<file path="src/rtl/frta_pkg.sv">
package frta_pkg;

   localparam int MAX_RANGES = 64;
   localparam int PAGE_BYTES = 4096;
   localparam int ADDR_W     = 64;
   localparam int CNT_W      = $clog2(MAX_RANGES + 1);

   localparam logic [ADDR_W-1:0] PAGE_MASK = ADDR_W'(PAGE_BYTES - 1);
   localparam logic [ADDR_W-1:0] PAGE_LEN  = ADDR_W'(PAGE_BYTES);
   localparam logic [CNT_W-1:0]  CNT_MAX   = CNT_W'(MAX_RANGES);

   localparam logic [2:0] OP_CLEAR   = 3'd0;
   localparam logic [2:0] OP_ADD     = 3'd1;
   localparam logic [2:0] OP_RESERVE = 3'd2;
   localparam logic [2:0] OP_ALLOC   = 3'd3;
   localparam logic [2:0] OP_READY   = 3'd4;

   localparam logic [1:0] ST_DONE = 2'd0;
   localparam logic [1:0] ST_FAIL = 2'd1;
   localparam logic [1:0] ST_DROP = 2'd2;

   typedef struct packed {
      logic              scan_rst;
      logic              scan_adv;
      logic              cnt_clr;
      logic              cnt_inc;
      logic              cnt_dec;
      logic              cnt_full;
      logic              wr_scan_start;
      logic              wr_scan_end;
      logic              wr_app;
      logic [ADDR_W-1:0] scan_start_val;
      logic [ADDR_W-1:0] scan_end_val;
      logic [ADDR_W-1:0] app_start_val;
      logic [ADDR_W-1:0] app_end_val;
   } cmd_type;

endpackage

</file>
<file path="src/rtl/frta_ctrl.sv">
module frta_ctrl import frta_pkg::*; (
   input  logic              clock,
   input  logic              reset,
   input  logic              req_valid,
   output logic              req_ready,
   input  logic [2:0]        req_operation,
   input  logic [ADDR_W-1:0] req_start_addr,
   input  logic [ADDR_W-1:0] req_end_addr,
   input  logic [ADDR_W-1:0] req_request_size,
   input  logic [ADDR_W-1:0] req_request_align,
   output logic              rsp_valid,
   input  logic              rsp_ready,
   output logic [1:0]        rsp_status,
   output logic [ADDR_W-1:0] rsp_mapped_address,
   output logic [ADDR_W-1:0] rsp_granted_phys,
   output logic [ADDR_W-1:0] rsp_granted_size,
   output logic [ADDR_W-1:0] rsp_free_bytes,
   output logic [6:0]        rsp_range_count,
   output logic [ADDR_W-1:0] rsp_highest_address,
   input  logic              csr_valid,
   output logic              csr_ready,
   input  logic [ADDR_W-1:0] csr_map_offset,
   input  logic [ADDR_W-1:0] scan_start_bus,
   input  logic [ADDR_W-1:0] scan_end_bus,
   input  logic [ADDR_W-1:0] tail_start_bus,
   input  logic [ADDR_W-1:0] tail_end_bus,
   output cmd_type           cmd
);

   localparam logic [2:0] S_IDLE = 3'd0;
   localparam logic [2:0] S_DEC  = 3'd1;
   localparam logic [2:0] S_RSV  = 3'd2;
   localparam logic [2:0] S_ALA  = 3'd3;
   localparam logic [2:0] S_ALB  = 3'd4;
   localparam logic [2:0] S_FIN  = 3'd5;

   logic [2:0]        state_ff, state_in;
   logic [2:0]        op_ff;
   logic [ADDR_W-1:0] s_ff, s_in, e_ff, e_in, size_ff, size_in, amask_ff, amask_in;
   logic              topf_ff, topf_in;
   logic [CNT_W-1:0]  cnt_ff, cnt_in, idx_ff, idx_in;
   logic [ADDR_W-1:0] top_ff, top_in, free_ff, free_in, offset_ff;
   logic              ready_ff, ready_in;
   logic [1:0]        st_ff, st_in;
   logic              granted_ff, granted_in;
   logic [ADDR_W-1:0] gphys_ff, gphys_in, gsize_ff, gsize_in;
   logic [ADDR_W-1:0] rs_ff, re_ff, a_ff;
   logic              ao_ff;
   logic              rsp_valid_ff, rsp_valid_in;
   logic [1:0]        rsp_status_ff;
   logic [ADDR_W-1:0] rsp_mapped_ff, rsp_gphys_ff, rsp_gsize_ff, rsp_free_ff, rsp_top_ff;
   logic [6:0]        rsp_count_ff;

   logic [ADDR_W:0]   sum_a, sum_b, a_sum, end_sum;
   logic [ADDR_W-1:0] a_val, delta;
   logic              free_upd, load_rsp, latch_a;
   logic              below, covers, fits;

   assign req_ready = (state_ff == S_IDLE);
   assign csr_ready = 1'b1;

   always_comb begin
      sum_a   = {1'b0, s_ff} + {1'b0, PAGE_MASK};
      sum_b   = (op_ff == OP_ALLOC) ? ({1'b0, size_ff} + {1'b0, PAGE_MASK})
                                    : ({1'b0, e_ff} + {1'b0, PAGE_MASK});
      a_sum   = {1'b0, scan_start_bus} + {1'b0, amask_ff};
      a_val   = a_sum[ADDR_W-1:0] & ~amask_ff;
      end_sum = {1'b0, a_ff} + {1'b0, size_ff};
      fits    = !ao_ff && !end_sum[ADDR_W] && (end_sum[ADDR_W-1:0] <= re_ff);
      below   = !topf_ff && (e_ff <= scan_start_bus);
      covers  = topf_ff || (e_ff >= scan_end_bus);
   end

   always_comb begin
      state_in   = state_ff;
      s_in       = s_ff;
      e_in       = e_ff;
      size_in    = size_ff;
      amask_in   = amask_ff;
      topf_in    = topf_ff;
      cnt_in     = cnt_ff;
      idx_in     = idx_ff;
      top_in     = top_ff;
      ready_in   = ready_ff;
      st_in      = st_ff;
      granted_in = granted_ff;
      gphys_in   = gphys_ff;
      gsize_in   = gsize_ff;
      free_upd   = 1'b0;
      delta      = '0;
      latch_a    = 1'b0;
      load_rsp   = 1'b0;
      cmd        = '0;
      cmd.cnt_full = (cnt_ff == CNT_MAX);

      unique case (state_ff)
         S_IDLE: begin
            if (req_valid) begin
               s_in       = req_start_addr;
               e_in       = req_end_addr;
               size_in    = req_request_size;
               amask_in   = req_request_align;
               granted_in = 1'b0;
               st_in      = ST_DONE;
               state_in   = S_DEC;
            end
         end
         S_DEC: begin
            state_in = S_FIN;
            case (op_ff)
               OP_CLEAR: begin
                  cmd.cnt_clr = 1'b1;
                  cnt_in      = '0;
                  top_in      = '0;
                  ready_in    = 1'b0;
                  free_upd    = 1'b1;
                  delta       = free_ff;
               end
               OP_ADD: begin
                  if (sum_a[ADDR_W] || ((e_ff & ~PAGE_MASK) <= (sum_a[ADDR_W-1:0] & ~PAGE_MASK))
                      || (cnt_ff >= CNT_MAX)) begin
                     st_in = ST_DROP;
                  end else begin
                     cmd.wr_app        = 1'b1;
                     cmd.cnt_inc       = 1'b1;
                     cmd.app_start_val = sum_a[ADDR_W-1:0] & ~PAGE_MASK;
                     cmd.app_end_val   = e_ff & ~PAGE_MASK;
                     cnt_in            = cnt_ff + 1'b1;
                     if ((e_ff & ~PAGE_MASK) > top_ff) begin
                        top_in = e_ff & ~PAGE_MASK;
                     end
                     free_upd = 1'b1;
                     delta    = cmd.app_start_val - cmd.app_end_val;
                  end
               end
               OP_RESERVE: begin
                  s_in    = s_ff & ~PAGE_MASK;
                  e_in    = sum_b[ADDR_W-1:0] & ~PAGE_MASK;
                  topf_in = sum_b[ADDR_W];
                  if (sum_b[ADDR_W] || (e_in > s_in)) begin
                     cmd.scan_rst = 1'b1;
                     idx_in       = '0;
                     state_in     = S_RSV;
                  end
               end
               OP_ALLOC: begin
                  amask_in = ((amask_ff < PAGE_LEN) ? PAGE_LEN : amask_ff) - 1'b1;
                  size_in  = sum_b[ADDR_W-1:0] & ~PAGE_MASK;
                  st_in    = ST_FAIL;
                  if (ready_ff && !sum_b[ADDR_W]) begin
                     cmd.scan_rst = 1'b1;
                     idx_in       = '0;
                     state_in     = S_ALA;
                  end
               end
               OP_READY: begin
                  ready_in = 1'b1;
               end
               default: begin
               end
            endcase
         end
         S_RSV: begin
            if (idx_ff >= cnt_ff) begin
               state_in = S_FIN;
            end else if (below || (s_ff >= scan_end_bus)) begin
               cmd.scan_adv = 1'b1;
               idx_in       = idx_ff + 1'b1;
            end else if ((s_ff <= scan_start_bus) && covers) begin
               cmd.wr_scan_start  = 1'b1;
               cmd.wr_scan_end    = 1'b1;
               cmd.scan_start_val = tail_start_bus;
               cmd.scan_end_val   = tail_end_bus;
               cmd.cnt_dec        = 1'b1;
               cnt_in             = cnt_ff - 1'b1;
               free_upd           = 1'b1;
               delta              = scan_end_bus - scan_start_bus;
            end else begin
               cmd.scan_adv = 1'b1;
               idx_in       = idx_ff + 1'b1;
               free_upd     = 1'b1;
               if (s_ff <= scan_start_bus) begin
                  cmd.wr_scan_start  = 1'b1;
                  cmd.scan_start_val = e_ff;
                  delta              = e_ff - scan_start_bus;
               end else if (covers) begin
                  cmd.wr_scan_end  = 1'b1;
                  cmd.scan_end_val = s_ff;
                  delta            = scan_end_bus - s_ff;
               end else begin
                  cmd.wr_scan_end  = 1'b1;
                  cmd.scan_end_val = s_ff;
                  if (cnt_ff < CNT_MAX) begin
                     cmd.wr_app        = 1'b1;
                     cmd.cnt_inc       = 1'b1;
                     cmd.app_start_val = e_ff;
                     cmd.app_end_val   = scan_end_bus;
                     cnt_in            = cnt_ff + 1'b1;
                     delta             = e_ff - s_ff;
                  end else begin
                     st_in = ST_DROP;
                     delta = scan_end_bus - s_ff;
                  end
               end
            end
         end
         S_ALA: begin
            if (idx_ff >= cnt_ff) begin
               state_in = S_FIN;
            end else begin
               latch_a  = 1'b1;
               state_in = S_ALB;
            end
         end
         S_ALB: begin
            if (fits) begin
               free_upd = 1'b1;
               delta    = end_sum[ADDR_W-1:0] - rs_ff;
               if (end_sum[ADDR_W-1:0] >= re_ff) begin
                  cmd.wr_scan_start  = 1'b1;
                  cmd.wr_scan_end    = 1'b1;
                  cmd.scan_start_val = tail_start_bus;
                  cmd.scan_end_val   = tail_end_bus;
                  cmd.cnt_dec        = 1'b1;
                  cnt_in             = cnt_ff - 1'b1;
               end else begin
                  cmd.wr_scan_start  = 1'b1;
                  cmd.scan_start_val = end_sum[ADDR_W-1:0];
               end
               st_in      = ST_DONE;
               granted_in = 1'b1;
               gphys_in   = a_ff;
               gsize_in   = size_ff;
               state_in   = S_FIN;
            end else begin
               cmd.scan_adv = 1'b1;
               idx_in       = idx_ff + 1'b1;
               state_in     = S_ALA;
            end
         end
         S_FIN: begin
            if (!rsp_valid_ff || rsp_ready) begin
               load_rsp = 1'b1;
               state_in = S_IDLE;
            end
         end
         default: begin
            state_in = S_IDLE;
         end
      endcase

      free_in = free_upd ? (free_ff - delta) : free_ff;
      rsp_valid_in = load_rsp ? 1'b1 : (rsp_ready ? 1'b0 : rsp_valid_ff);
   end

   always_ff @(posedge clock) begin
      if (reset) begin
         state_ff     <= S_IDLE;
         cnt_ff       <= '0;
         idx_ff       <= '0;
         top_ff       <= '0;
         free_ff      <= '0;
         ready_ff     <= 1'b0;
         offset_ff    <= '0;
         rsp_valid_ff <= 1'b0;
      end else begin
         state_ff     <= state_in;
         cnt_ff       <= cnt_in;
         idx_ff       <= idx_in;
         top_ff       <= top_in;
         free_ff      <= free_in;
         ready_ff     <= ready_in;
         rsp_valid_ff <= rsp_valid_in;
         if (csr_valid) begin
            offset_ff <= csr_map_offset;
         end
      end
      if (state_ff == S_IDLE) begin
         op_ff <= req_operation;
      end
      s_ff       <= s_in;
      e_ff       <= e_in;
      size_ff    <= size_in;
      amask_ff   <= amask_in;
      topf_ff    <= topf_in;
      st_ff      <= st_in;
      granted_ff <= granted_in;
      gphys_ff   <= gphys_in;
      gsize_ff   <= gsize_in;
      if (latch_a) begin
         rs_ff <= scan_start_bus;
         re_ff <= scan_end_bus;
         a_ff  <= a_val;
         ao_ff <= a_sum[ADDR_W];
      end
      if (load_rsp) begin
         rsp_status_ff <= st_ff;
         rsp_mapped_ff <= granted_ff ? (gphys_ff + offset_ff) : '0;
         rsp_gphys_ff  <= granted_ff ? gphys_ff : '0;
         rsp_gsize_ff  <= granted_ff ? gsize_ff : '0;
         rsp_free_ff   <= free_ff;
         rsp_count_ff  <= 7'(cnt_ff);
         rsp_top_ff    <= top_ff;
      end
   end

   assign rsp_valid           = rsp_valid_ff;
   assign rsp_status          = rsp_status_ff;
   assign rsp_mapped_address  = rsp_mapped_ff;
   assign rsp_granted_phys    = rsp_gphys_ff;
   assign rsp_granted_size    = rsp_gsize_ff;
   assign rsp_free_bytes      = rsp_free_ff;
   assign rsp_range_count     = rsp_count_ff;
   assign rsp_highest_address = rsp_top_ff;

endmodule

</file>
<file path="config.mk">
export PLATFORM = sky130hd
export DESIGN_NAME = frta_ctrl
export DESIGN_NICKNAME = d
export VERILOG_FILES = /design/src/rtl/frta_pkg.sv /design/src/rtl/frta_ctrl.sv
export SDC_FILE = /design/constraint.sdc
export NUM_CORES = 2
export LEC_CHECK = 0
export BUFFER_PORTS_ARGS = -buffer_cell sky130_fd_sc_hd__clkbuf_2
export CORE_AREA = 2 2 464 466
export CTS_BUF_LIST = sky130_fd_sc_hd__clkbuf_16
export CTS_CLUSTER_DIAMETER = 60
export CTS_CLUSTER_SIZE = 8
export DETAILED_ROUTE_END_ITERATION = 7
export DIE_AREA = 0 0 466 468
export HOLD_SLACK_MARGIN = 0.12
export PLACE_DENSITY = 0.66
export SLEW_MARGIN = 25
export SYNTH_ARGS = -nofsm -noshare
export SYNTH_HDL_FRONTEND = slang
export SYNTH_SLANG_ARGS = --single-unit
</file>
<file path="constraint.sdc">
create_clock -name clock -period 18.6 [get_ports clock]
set_input_delay 3.72 -clock clock [delete_from_list [all_inputs] [get_ports clock]]
set_output_delay 3.72 -clock clock [all_outputs]
set_load 0.02 [all_outputs]
</file>
==> results.toml <==
[outcome]
status = "finished, final reports clean"

[min_path]
min_to = "rsp_highest_address[35]"
hp-class = "flip-flop to flip-flop"
min_path_cells = 0
hp-start = "top_ff[35]"

[sta]
slew_viol_final = 0
rsz0062_at_grt = "no"
setup_viol = 0
hold_violations = 0
final.setup.tns_ns = 0
tightest_slew_ns = 1.29
relSlewSlack = 0.137
skew_ns = 0.0940
period_needed_ns = 15.03
period_share = 0.808
fmax_mhz = 66.5

[detailed_routing]
antenna_left = 0
drt-wirelength-per-cell_um = 35.1
vias = 91300
drtIter0Drc = 13900
vias_per_cell = 6.38
first_pass_iters = 7
drc = 0
routed_wl_mm = 502

[logic_synthesis]
ys_seq_area_frac = 0.351
syn_area_um2 = 88500
synth.distinct_cells = 95
avgSynthCellArea_um2 = 8.80
syn_inst = 10100
synth_edf_count = 901
ys_async_sr_fraction = 0
ys_ff_latch = 1100
yosysWarnings = 0
ys.flop_type = "edfxtp_1"

[layout]
multi_input_area_um2 = 53900
seq_area_um2 = 31000
final_cell_mix = "clkbuf_2 (1165), nand2_1 (957), ha_1 (929)"
num-nets-final = 12800
n_fill_cell = 20400
final_common_cell = "clkbuf_2"
area_growth_pct = 17.8
drive_gt1_frac = 0.151
final_util = 0.488

[place]
io_buffer_count = 1167
gp_congestion = 1.10
dp_hpwl_mm = 411

[critical_path]
r2r_slack_ns = 4.02
crit_type = "flip-flop to output port"
required_ns = 14.88
worstReg2RegStart = "size_ff[0]"
critPathArrivalTime_ns = 11.31
max_stage_delay_ns = 0.82
cp_max_fo = 64
end_kind = "output port"
r2r_end = "free_ff[63]"
rr_worst_depth = 43
critPathSlowestCell = "a2111oi_0"
setup.worst_path.start_class = "flip-flop"

[clock_network]
post-cts-setup-buffers = 0
htree_levels = 4
numCtsBuffers = 178
clk_pin_slew_worst_paths_ns = 0.05
cts_buffer_depth = 3
cts.sink_count = 1100
cts_root_buf = "clkbuf_16"
clock_latency_ns = 0.89
cts_tree = "done"
cts_resized = 0
ctsHoldBuffers = 0

[die]
die_y_um = 468
die_w_um = 466
core-area_um2 = 213000
num_rows = 170
start_util = 0.415
die_area_um2 = 218000
ios = 1181

[global_routing]
grt_pass1_vias = 84300
grt_antenna_before_repair = 84
track_usage = 0.442
grt_max_degree = 167
grt_pass1_wl_mm = 670
overflow = 0

[power]
ir_worst_vdd_uv = 116
power.density_nw_per_um2 = 161
p_leak_nw = 46.3

[job]
cap_viol_max_count = 0
## area by class of cell
type,instances,share of cell area
well taps,2838,0.0341
diodes,50,0.00120
inverters,622,0.0225
clock inverters,155,0.0113
clock buffers,179,0.0430
flip-flops and latches,1100,0.298
multi-input cells,7963,0.517
repair buffers,1390,0.0728
## power breakdown
part	leakage (nW)	internal, mW	switching (mW)
Clock	3.08	1.85	1.32
Sequential	9.92	3.13	0.566
Combinational	33.3	3.39	6.51
## synth_stat cells, types with 96 or more instances
master / n / area (µm²)
dfxtp_1: 199 / 3980
nand2_1: 963 / 3610
and2_1: 191 / 1190
a22oi_1: 101 / 758
nand3_1: 187 / 936
nand4_1: 203 / 1270
xnor2_1: 466 / 4080
xor2_1: 232 / 2030
o21bai_1: 102 / 766
nand2b_1: 108 / 676
clkbuf_1: 298 / 1120
edfxtp_1: 901 / 27100
a21o_1: 563 / 4230
nor3_1: 161 / 806
o21a_1: 100 / 751
ha_1: 929 / 11600
o21ai_0: 604 / 3020
nor2b_1: 206 / 1290
nor2_1: 818 / 3070
a21oi_1: 849 / 4250
o22ai_1: 99 / 619
and3_1: 97 / 607
inv_1: 620 / 2330
a211oi_1: 96 / 721
## kinds of logic after synthesis
group                      count (synthesis)  share of synthesized area
AOI/OAI and AO/OA                       3098                      0.225
xor gates and xnor gates                 698                     0.0691
adders and majority gates                939                      0.134
buffers and inverters                    999                     0.0436
DFF                                     1100                      0.351
muxes                                     85                    0.00968
other                                      2                  0.0000849
and+or+nand+nor                         3130                      0.168
## worst max-delay path, delay by kind of cell (launching register included)
family	cells	cell delay, ns
flops	1	0.43
compound gates	12	4.15
simple gates	10	3.36
fa+ha+maj	3	0.90
buf+inv	2	1.06
xor+xnor	1	0.49
## metrics by stage
step	worst slack [ns]	total power [mW]	instances	hold slack, ns	cell area [µm²]
6_report	3.57	16.8	14300	0.458	104000
3_5_place_dp	4.38	13.1	13900	0.448	98400
4_1_cts	3.51	16.3	14200	0.451	104000
5_1_grt	3.46	17.4	14300	0.459	104000
3_3_place_gp	3.74	13.1	13900	0.446	98300
2_1_floorplan	5.23	9.43	10100	0.400	88500
## how the worst max path moves through the flow
stage	startpoint	endpoint	slack, ns	cells after the start
2_1_floorplan	size_ff[0]	free_ff[63]	5.23	43
5_1_grt	size_ff[0]	cmd[223]	3.46	28
3_3_place_gp	scan_start_bus[34]	cmd[231]	3.74	20
4_1_cts	size_ff[0]	cmd[231]	3.51	27
6_report	size_ff[0]	cmd[234]	3.57	28
3_5_place_dp	scan_end_bus[0]	cmd[231]	4.38	22
## layer usage
layer	vias to the layer above	wire length, µm	track usage
met4	34	32700	0.250
li1	39300	-	-
met5	-	230	0.00242
met3	1054	64900	0.149
met2	6265	201000	0.618
met1	44600	204000	0.592
Power figures use the tool's default switching activity.
