===== src/rtl/frta_pkg.sv =====
package frta_pkg;

   localparam int MAX_RANGES = 64;
   localparam int PAGE_BYTES = 4096;
   localparam int ADDR_W     = 64;
   localparam int CNT_W      = $clog2(MAX_RANGES + 1);

   localparam logic [ADDR_W-1:0] PAGE_MASK = ADDR_W'(PAGE_BYTES - 1);
   localparam logic [ADDR_W-1:0] PAGE_LEN  = ADDR_W'(PAGE_BYTES);
   localparam logic [CNT_W-1:0]  CNT_MAX   = CNT_W'(MAX_RANGES);

   localparam logic [2:0] OP_CLEAR   = 3'd0;
   localparam logic [2:0] OP_ADD     = 3'd1;
   localparam logic [2:0] OP_RESERVE = 3'd2;
   localparam logic [2:0] OP_ALLOC   = 3'd3;
   localparam logic [2:0] OP_READY   = 3'd4;

   localparam logic [1:0] ST_DONE = 2'd0;
   localparam logic [1:0] ST_FAIL = 2'd1;
   localparam logic [1:0] ST_DROP = 2'd2;

   typedef struct packed {
      logic              scan_rst;
      logic              scan_adv;
      logic              cnt_clr;
      logic              cnt_inc;
      logic              cnt_dec;
      logic              cnt_full;
      logic              wr_scan_start;
      logic              wr_scan_end;
      logic              wr_app;
      logic [ADDR_W-1:0] scan_start_val;
      logic [ADDR_W-1:0] scan_end_val;
      logic [ADDR_W-1:0] app_start_val;
      logic [ADDR_W-1:0] app_end_val;
   } cmd_type;

endpackage


===== src/rtl/frta_cell.sv =====
module frta_cell import frta_pkg::*; (
   input  logic              clock,
   input  logic              reset,
   input  logic              is_first,
   input  cmd_type           cmd,
   input  logic              scan_left,
   input  logic              cnt_left,
   input  logic              cnt_right,
   output logic              scan_tok,
   output logic              cnt_tok,
   output logic [ADDR_W-1:0] scan_start,
   output logic [ADDR_W-1:0] scan_end,
   output logic [ADDR_W-1:0] tail_start,
   output logic [ADDR_W-1:0] tail_end
);

   logic              scan_ff, scan_in;
   logic              cnt_ff, cnt_in;
   logic [ADDR_W-1:0] start_ff, start_in;
   logic [ADDR_W-1:0] end_ff, end_in;

   always_comb begin
      scan_in = scan_ff;
      if (cmd.scan_rst) begin
         scan_in = is_first;
      end else if (cmd.scan_adv) begin
         scan_in = scan_left;
      end
      cnt_in = cnt_ff;
      if (cmd.cnt_clr) begin
         cnt_in = is_first;
      end else if (cmd.cnt_inc) begin
         cnt_in = cnt_left;
      end else if (cmd.cnt_dec) begin
         cnt_in = cnt_right;
      end
      start_in = start_ff;
      end_in   = end_ff;
      if (scan_ff && cmd.wr_scan_start) begin
         start_in = cmd.scan_start_val;
      end
      if (scan_ff && cmd.wr_scan_end) begin
         end_in = cmd.scan_end_val;
      end
      if (cnt_ff && cmd.wr_app) begin
         start_in = cmd.app_start_val;
         end_in   = cmd.app_end_val;
      end
   end

   always_ff @(posedge clock) begin
      if (reset) begin
         scan_ff <= 1'b0;
         cnt_ff  <= is_first;
      end else begin
         scan_ff <= scan_in;
         cnt_ff  <= cnt_in;
      end
      start_ff <= start_in;
      end_ff   <= end_in;
   end

   assign scan_tok   = scan_ff;
   assign cnt_tok    = cnt_ff;
   assign scan_start = start_ff & {ADDR_W{scan_ff}};
   assign scan_end   = end_ff & {ADDR_W{scan_ff}};
   assign tail_start = start_ff & {ADDR_W{cnt_right}};
   assign tail_end   = end_ff & {ADDR_W{cnt_right}};

endmodule


===== config.mk =====
export PLATFORM = sky130hd
export DESIGN_NAME = frta_cell
export DESIGN_NICKNAME = d
export VERILOG_FILES = /design/src/rtl/frta_pkg.sv /design/src/rtl/frta_cell.sv
export SDC_FILE = /design/constraint.sdc
export NUM_CORES = 1
export LEC_CHECK = 0
export ABC_AREA = 1
export ABC_CLOCK_PERIOD_IN_PS = 2600
export BUFFER_PORTS_ARGS = -buffer_cell sky130_fd_sc_hd__buf_2
export CORE_AREA = 3 3 207 209
export CTS_BUF_LIST = sky130_fd_sc_hd__clkbuf_4 sky130_fd_sc_hd__clkbuf_8 sky130_fd_sc_hd__clkbuf_16
export CTS_CLUSTER_DIAMETER = 30
export DETAILED_ROUTE_END_ITERATION = 8
export DIE_AREA = 0 0 210 212
export GPL_ROUTABILITY_DRIVEN = 0
export MAX_ROUTING_LAYER = met4
export PLACE_DENSITY = 0.41
export SYNTH_ARGS = -nofsm -noshare
export SYNTH_HDL_FRONTEND = slang
export SYNTH_SLANG_ARGS = --single-unit

===== constraint.sdc =====
create_clock -name clock -period 2.6 [get_ports clock]
set_input_delay 0.39 -clock clock [delete_from_list [all_inputs] [get_ports clock]]
set_output_delay 0.39 -clock clock [all_outputs]
set_load 0.02 [all_outputs]

==> impl_results.md, run 1 <==
* Total power at between 6000 and 7000 uW
* Mapped Nets at about 1.4k
* Layout area overhead at 47.61%
* Clock buffer depth at 2
* Most common cell after layout, fill and taps aside: buf_2
* Post-Layout Inst Area at ~12000 sq um
* End of the worst hold path: start_ff[37]
* Via total after detailed routing at ~8.4k
* Vias per cell at about 3.9
* Detail Route Antenna Nets at 0
* Setup TNS at 0 ns
* Cells after Synth at 1121
* Inserted Clock Buffers at 17
* Synth warn at 0
* FP Rows at 74
* H-tree depth at 4
* VDD IR max at slightly above 0.4 mV
* Worst-path maximum fanout at 129
* Worst EP arrival at 1.69 ns
* Sw Ratio at 0.3144
* Tcrit/Tclk final at 0.7985
* Area after DPL at 11060 sq um
* Final slew viol count at 0
* Worst Skew at 0.01355 ns
* Relative slew slack at 0.5360
* Hold Path Stages at 3
* Antenna violations before repair at 7
* R2R depth at 3
* R2R setup slack at 0.78 ns
* TritonRoute pass-1 iters at 5
* Critical Path Start Type: register
* Reg2reg end: end_ff[59]
* Max frequency at around 0.48 GHz
* Clock network power share at 0.358
* Clock root buffer: clkbuf_16
* Slew @ Worst Pin at between 0.6 and 0.7 ns
* Crit path required time at 2.21 ns
* Pwr per Cell Area at a little under 600 nW/um^2
* Vias in the first global route at ~8.3k
* Syn Std Cell Area at between 7000 and 8000 sq um
* Final setup fails at 0
* Die W at approximately 210 um
* Pin count of the biggest net entering global routing at 130
* Comb power frac at 0.244
* RR Startpoint: cnt_tok
* Post-CTS sizing at 0
* Die area at between 40000 and 50000 sq um
* Critical Path End Type: output pin
* Die span in y at 212 um
* Syn_area_per_cell at 7.042 sq um
* Most frequent cells in the layout: buf_2, nand2_1, inv_1
* Finished Core Util at 0.2841
* Hold Crit Class: in2reg
* Total setup buffers inserted after CTS at 0
* Internal at roughly 4600 uW
* Share of cells above drive strength 1 at 0.3535
* Post-layout nets at between 1.5k and 2k
* Grt ovf at 0
* # DRC at 0
* Max Cap Viol at 0
* Worst-path clk slew at roughly 0.060 ns
* Iter 0 DRT Violations at 379
* Port Buf Inserts at ~530
* Per-cell routed wire length at roughly 15 um
* Synth unique cells at 11
* Flop pwr share at 0.398
* Starting Density at 0.1925
* Net Sw Power at approximately 2100 uW
* Sequential share of the synthesized area at 0.4933
* GRT Overall Usage at 0.1452
* Final hold violations at 0
* #FFs+latches synth at 130
* First-pass GRT wire length at 48010 um
* CTS tree: done
* Clk_lat worst skew at 0.43 ns
* Leak at between 0.007 and 0.008 uW
* Core area at 41020 sq um
* Crit Path Category: reg2out
* Post-layout min period at a little over 2 ns
* Min-delay src: cmd[229]
* IO Pins at roughly 530
* Hold buffers post-CTS at 0
* DRT Wirelength at roughly 33000 um
* DP Wirelength at between 20000 and 25000 um
* Sink Count at 130
* Unrepaired setup endpoints after global routing: false
* Status: finished clean
==> cells in the mapped netlist <==
library cell,instances,area [sq um]
o21bai_1,1,7.510
inv_1,261,979.7
dfxtp_1,1,20.02
nor2_1,5,18.77
buf_2,58,290.3
nand2_1,523,1963
o21ai_0,1,5.000
buf_4,11,82.58
nand3_1,129,645.6
edfxtp_1,129,3874
clkbuf_1,2,7.510
==> state kept, by name, summed over array words and instances, names as in the netlist <==
register,cells
end_ff,64
start_ff,64
cnt_tok,1
scan_tok,1
==> worst max-delay path by stage <==
stage / start / to
3_3_place_gp: cmd[256] / start_ff[47]
3_5_place_dp: cmd[256] / end_ff[56]
4_1_cts: cnt_tok / cnt_tok
5_1_grt: cnt_tok / cnt_tok
2_1_floorplan: cnt_tok / end_ff[0]
6_report: cnt_tok / cnt_tok
==> kinds of logic (layout without fill, tap and decap cells) <==
| logic type | Yosys count | after routing | synth area share |
|---|---|---|---|
| buffers and inverters | 332 | 832 | 0.1723 |
| AOI/OAI and AO/OA | 2 | 2 | 0.001585 |
| DFF | 130 | 130 | 0.4933 |
| and+or+nand+nor | 657 | 657 | 0.3329 |
| other | 0 | 5 | 0 |
==> power groups by stage <==
stage,logic [uW],registers [uW],clock network (uW)
2_1_floorplan,964,2700,0
3_3_place_gp,1680,2730,0
3_5_place_dp,1680,2730,0
4_1_cts,1680,2690,2520
5_1_grt,1830,2710,2600
6_report,1650,2690,2420
==> layer usage <==
| layer | GRT usage | share of wire |
|---|---|---|
| met3 | 0.03600 | 0.066 |
| met5 | - | 0 |
| met1 | 0.1653 | 0.40 |
| met4 | 0.03720 | 0.012 |
| met2 | 0.2568 | 0.52 |
==> layout make-up <==
cell class,count,area (sq um)
Fill cell,4614,29360
Sequential cell,130,3897
Timing Repair Buffer,540,2853
Multi-Input combinational cell,659,2663
Inverter,261,979.7
Tap cell,532,665.6
Clock buffer,19,440.4
Clock inverter,12,141.4
Antenna cell,5,12.51
==> critical path, stage by stage (launching register included) <==
cell and delay [ns]:
edfxtp_1 0.44, buf_12 0.46, buf_2 0.28
==> through the flow <==
| step | instances | setup WS (ns) | hold slack, ns |
|---|---|---|---|
| 2_1_floorplan | 1121 | -0.1281 | 0.5557 |
| 3_3_place_gp | 2122 | 0.7263 | 0.6560 |
| 3_5_place_dp | 2122 | 0.6968 | 0.6580 |
| 4_1_cts | 2153 | 0.4498 | 0.1857 |
| 5_1_grt | 2158 | 0.4008 | 0.2021 |
| 6_report | 2158 | 0.5240 | 0.2283 |
Note: power is estimated with default switching activity, not from simulation.
==> inputs of run 2 (changes only) <==
- ABC_CLOCK_PERIOD_IN_PS: 2600 -> 1750
- clock period: 2.6 -> 1.75 ns (I/O delays scaled with it)
==> impl_results.md, run 2 (same netlist as run 1, synthesis figures left out) <==
* Status: finished clean
* Worst-path maximum fanout at 12
* Worst-path clk slew at 0.06 ns
* Post-layout min period at approximately 1.7 ns
* Leak at around 0.008 uW
* R2R setup slack at 0.22 ns
* Core area at ~41000 sq um
* End of the worst hold path: start_ff[35]
* Per-cell routed wire length at 16.25 um
* Sink Count at 130
* Clock buffer depth at 2
* DP Wirelength at ~26000 um
* Hold Path Stages at 3
* Via total after detailed routing at about 8.8k
* H-tree depth at 4
* Die area at 44520 sq um
* Hold buffers post-CTS at 0
* RR Startpoint: cnt_tok
* Inserted Clock Buffers at 17
* Most common cell after layout, fill and taps aside: nand2_1
* Die W at 210 um
* Die span in y at about 210 um
* Relative slew slack at 0.7270
* CP Cell Sequence: buf_12 -> clkbuf_16 -> nand2_1 -> inv_1 -> buf_6
* Layout area overhead at 52.31%
* Worst Skew at ~0.0057 ns
* FP Rows at 74
* Pwr per Cell Area at 881.1 nW/um^2
* Grt ovf at 0
* Share of cells above drive strength 1 at 0.3609
* R2R depth at 5
* IO Pins at roughly 530
* VDD IR max at 0.6111 mV
* Post-Layout Inst Area at approximately 12000 sq um
* Slowest cell on the critical path: dfxtp_4
* CTS tree: done
* Starting Density at 0.1925
* Crit path required time at ~1.5 ns
* Final setup fails at 0
* GRT Overall Usage at 0.1525
* PnR worst setup slack at just over 0.05 ns
* Slew @ Worst Pin at a little over 0.4 ns
* Unrepaired setup endpoints after global routing: true
* Clock root buffer: clkbuf_16
* Port Buf Inserts at 527
* Clk_lat worst skew at about 0.43 ns
* Area after DPL at between 10000 and 15000 sq um
* Final slew viol count at 0
* DRT Wirelength at around 35000 um
* Max frequency at a little under 0.6 GHz
* Hold Crit Class: in2reg
* Vias per cell at between 4 and 5
* Iter 0 DRT Violations at around 500
* Reg2reg end: start_ff[23]
* First-pass GRT wire length at around 50000 um
* Post-layout nets at approximately 1.9k
* Antenna violations before repair at 6
* TritonRoute pass-1 iters at 5
* Top flop regs: end_ff (64), start_ff (64)
* Worst EP arrival at between 1 and 1.5 ns
* Worst slack at placement at 0.3213 ns
* Critical Path Start Type: register
* Min-delay src: cmd[227]
* Pin count of the biggest net entering global routing at just under 70
* Final hold violations at 0
* Crit Path Category: reg2out
* Vias in the first global route at about 8.5k
* Setup TNS at 0 ns
* Max incr delay on CP at 0.43 ns
* Critical Path End Type: output pin
* Tcrit/Tclk final at 0.9710
* # DRC at 0
* Detail Route Antenna Nets at 0
* Most frequent cells in the layout: nand2_1, buf_2, inv_1
* Crit path from: scan_tok
* Max Cap Viol at 0
-- run 2: cell count changes in the layout (fill, tap and decap cells not counted), moves of 3 or more --
cell | before | now
buf_12 | 9 | 15
buf_2 | 525 | 504
buf_4 | 6 | 24
buf_6 | 0 | 7
clkinv_4 | 1 | 4
inv_1 | 261 | 258
inv_2 | 0 | 3
-- run 2: worst max-delay path: cells and delay by family (launching register included) --
| family | cells | cell delay [ns] |
|---|---|---|
| buffers and inverters | 4 | 0.52 |
| AND/OR/NAND/NOR | 1 | 0.06 |
| flip-flops | 1 | 0.43 |
-- run 2: repair_timing --
| action | in CTS | in global routing |
|---|---|---|
| setup endpoints to repair | 71 | 35 |
| cloned | 1 | 2 |
| buffers inserted | 1 | 1 |
| gates resized for setup | 6 | 35 |
-- run 2: worst max-delay path by stage --
stage,endpoint
6_report,scan_end[1]
3_5_place_dp,scan_end[46]
4_1_cts,scan_end[10]
5_1_grt,scan_start[44]
3_3_place_gp,end_ff[59]
2_1_floorplan,end_ff[0]
-- run 2: routing by layer --
metal | global-route usage | part of all wire | vias up
li1 | - | - | 4319
met1 | 0.1837 | 0.42 | 4114
met2 | 0.2600 | 0.51 | 327
met3 | 0.02641 | 0.051 | 40
met4 | 0.05162 | 0.021 | 0
met5 | - | 0 | -
-- run 2: cell type report --
cell class / count / area, sq um
well taps: 532 / 665.6
repair buffers: 553 / 3167
multi-input cells: 659 / 2663
flip-flops and latches: 130 / 3897
inverters: 261 / 979.7
clock buffers: 17 / 425.4
clock inverters: 15 / 215.2
diodes: 4 / 10.01
fillers: 4640 / 28990
-- run 2: metrics by stage --
step / power [uW] / hold WS [ns] / cells / util
finish: 10590 / 0.09098 / 2171 / 0.2931
global route: 11130 / 0.06861 / 2171 / 0.2931
CTS: 10710 / 0.04835 / 2164 / 0.2892
detailed placement: 6597 / 0.5286 / 2130 / 0.2720
global placement: 6596 / 0.5255 / 2130 / 0.2720
floorplan: 5435 / 0.4282 / 1121 / -
-- run 2: power by group --
group          switching (uW)  internal, uW
logic                    1680           921
clock network            1470          2520
registers                 179          3830
total                    3330          7270
==> inputs of run 3 (changes only) <==
- ABC_CLOCK_PERIOD_IN_PS: 1750 -> 1720
- CORE_AREA: 3 3 207 209 -> 3 3 203 205
- DIE_AREA: 0 0 210 212 -> 0 0 206 208
- clock period: 1.75 -> 1.72 ns (I/O delays scaled with it)
==> impl_results.md, run 3 (same netlist as run 1, synthesis figures left out) <==
* RR Startpoint: scan_tok
* Die span in y at between 200 and 250 um
* Clock root buffer: clkbuf_16
* Final setup fails at 0
* Tcrit/Tclk final at 0.9919
* Pin count of the biggest net entering global routing at 70
* Hold Path Stages at 3
* FILL cells at ~4.3k
* Hold buffers post-CTS at 0
* Starting Density at 0.1991
* Final hold violations at 0
* H-tree depth at 4
* Die W at 206 um
* Inst Count DP at between 2k and 2.5k
* Worst Skew at roughly 0.0063 ns
* First-pass GRT wire length at 49400 um
* Layout area overhead at 67.98%
* Crit Path Category: reg2out
* Inserted Clock Buffers at 17
* Fin cells at 2182
* Leak at approximately 0.008 uW
* Slew @ Worst Pin at 0.4149 ns
* # DRC at 0
* Crit path required time at about 1.5 ns
* R2R setup slack at about 0.090 ns
* Detail Route Antenna Nets at 0
* IO Pins at between 500 and 600
* End of the worst hold path: start_ff[34]
* Clock buffer depth at 2
* Core area at a little under 40000 sq um
* Critical Path Start Type: register
* Critical Path End Type: output pin
* Min-delay src: cmd[226]
* Die area at 42850 sq um
* CTS tree: done
* Share of cells above drive strength 1 at 0.4610
* Grt ovf at 0
* Worst EP arrival at between 1 and 1.5 ns
* GRT Overall Usage at 0.1562
* Antenna violations before repair at 4
* Post-layout min period at between 1.5 and 2 ns
* R2R depth at 5
* Max frequency at ~0.59 GHz
* Relative slew slack at 0.7234
* Pwr per Cell Area at just over 800 nW/um^2
* Vias per cell at between 4 and 5
* Setup TNS at 0 ns
* Top flop regs: end_ff (64), start_ff (64)
* Clk_lat worst skew at ~0.43 ns
* Worst-path clk slew at approximately 0.060 ns
* Status: finished clean
* Max Cap Viol at 0
* Worst-path maximum fanout at 7
* Via total after detailed routing at between 8k and 9k
* Iter 0 DRT Violations at 479
* Most common cell after layout, fill and taps aside: nand2_1
* DRT Wirelength at ~38000 um
* Most frequent cells in the layout: nand2_1, buf_2, inv_1
* Final slew viol count at 0
* Area after DPL at around 11000 sq um
* Vias in the first global route at ~8.3k
* Post-layout nets at about 1.9k
* Reg2reg end: start_ff[44]
* Hold Crit Class: in2reg
* FP Rows at 73
* Final hold slack at about 0.085 ns
* VDD IR max at between 0.6 and 0.7 mV
* Per-cell routed wire length at between 15 and 20 um
* DP Wirelength at around 26000 um
* Unrepaired setup endpoints after global routing: true
* Port Buf Inserts at roughly 530
* Sink Count at 130
* Post-Layout Inst Area at roughly 13000 sq um
* TritonRoute pass-1 iters at 4
## run 3: layer usage
layer | up-vias | wire length, um | global-route usage
met3 | 25 | 2655 | 0.03834
met1 | 4078 | 15030 | 0.1801
li1 | 4360 | - | -
met2 | 348 | 19530 | 0.2692
met4 | 0 | 509 | 0.04401
met5 | - | 0 | -
## run 3: critical path, stage by stage, from the launching register on
cell	delay, ns
dfxtp_4	0.41
clkbuf_16	0.21
clkbuf_16	0.18
nand2_2	0.05
inv_2	0.05
buf_6	0.10
## run 3: final cells by class
| type | count | area [sq um] | share of cell area |
|---|---|---|---|
| antenna | 4 | 10.01 | 0.0007549 |
| clock buffer | 20 | 447.9 | 0.03378 |
| clock inverter | 12 | 116.4 | 0.008775 |
| inverter | 261 | 982.2 | 0.07407 |
| multi-input combinational | 659 | 2943 | 0.2219 |
| sequential | 130 | 3897 | 0.2939 |
| tap | 525 | 656.9 | 0.04954 |
| timing repair buffer | 571 | 4207 | 0.3172 |
## run 3: worst max-delay path by stage
stage	end	slack [ns]	startpoint
finish	scan_end[50]	0.01	scan_tok
CTS	scan_end[24]	-0.003	scan_tok
global route	scan_start[44]	-0.07	scan_tok
detailed placement	tail_start[32]	0.35	cnt_right
floorplan	end_ff[0]	-0.07	cnt_tok
global placement	start_ff[38]	0.36	cnt_tok
## run 3: stage by stage
| stage | util | setup WS, ns | total power [uW] |
|---|---|---|---|
| finish | 0.3345 | 0.01385 | 10830 |
| detailed placement | 0.2823 | 0.3506 | 6737 |
| global route | 0.3345 | -0.06533 | 11380 |
| global placement | 0.2823 | 0.3576 | 6738 |
| floorplan | - | -0.06718 | 5529 |
| CTS | 0.2977 | -0.002997 | 10420 |
## run 3: what timing repair did
item / 4_1_cts / 5_1_grt
resized for setup: 17 / 420
setup endpoints to repair: 8 / 114
setup buffers: 0 / 3
cloned: 0 / 19
## run 3: power breakdown
part | switching [uW] | internal, uW | leakage [uW]
registers | 218 | 3900 | 0.00125
logic | 1860 | 1240 | 0.00661
clock network | 1460 | 2160 | 0.000279
total | 3540 | 7300 | 0.00813
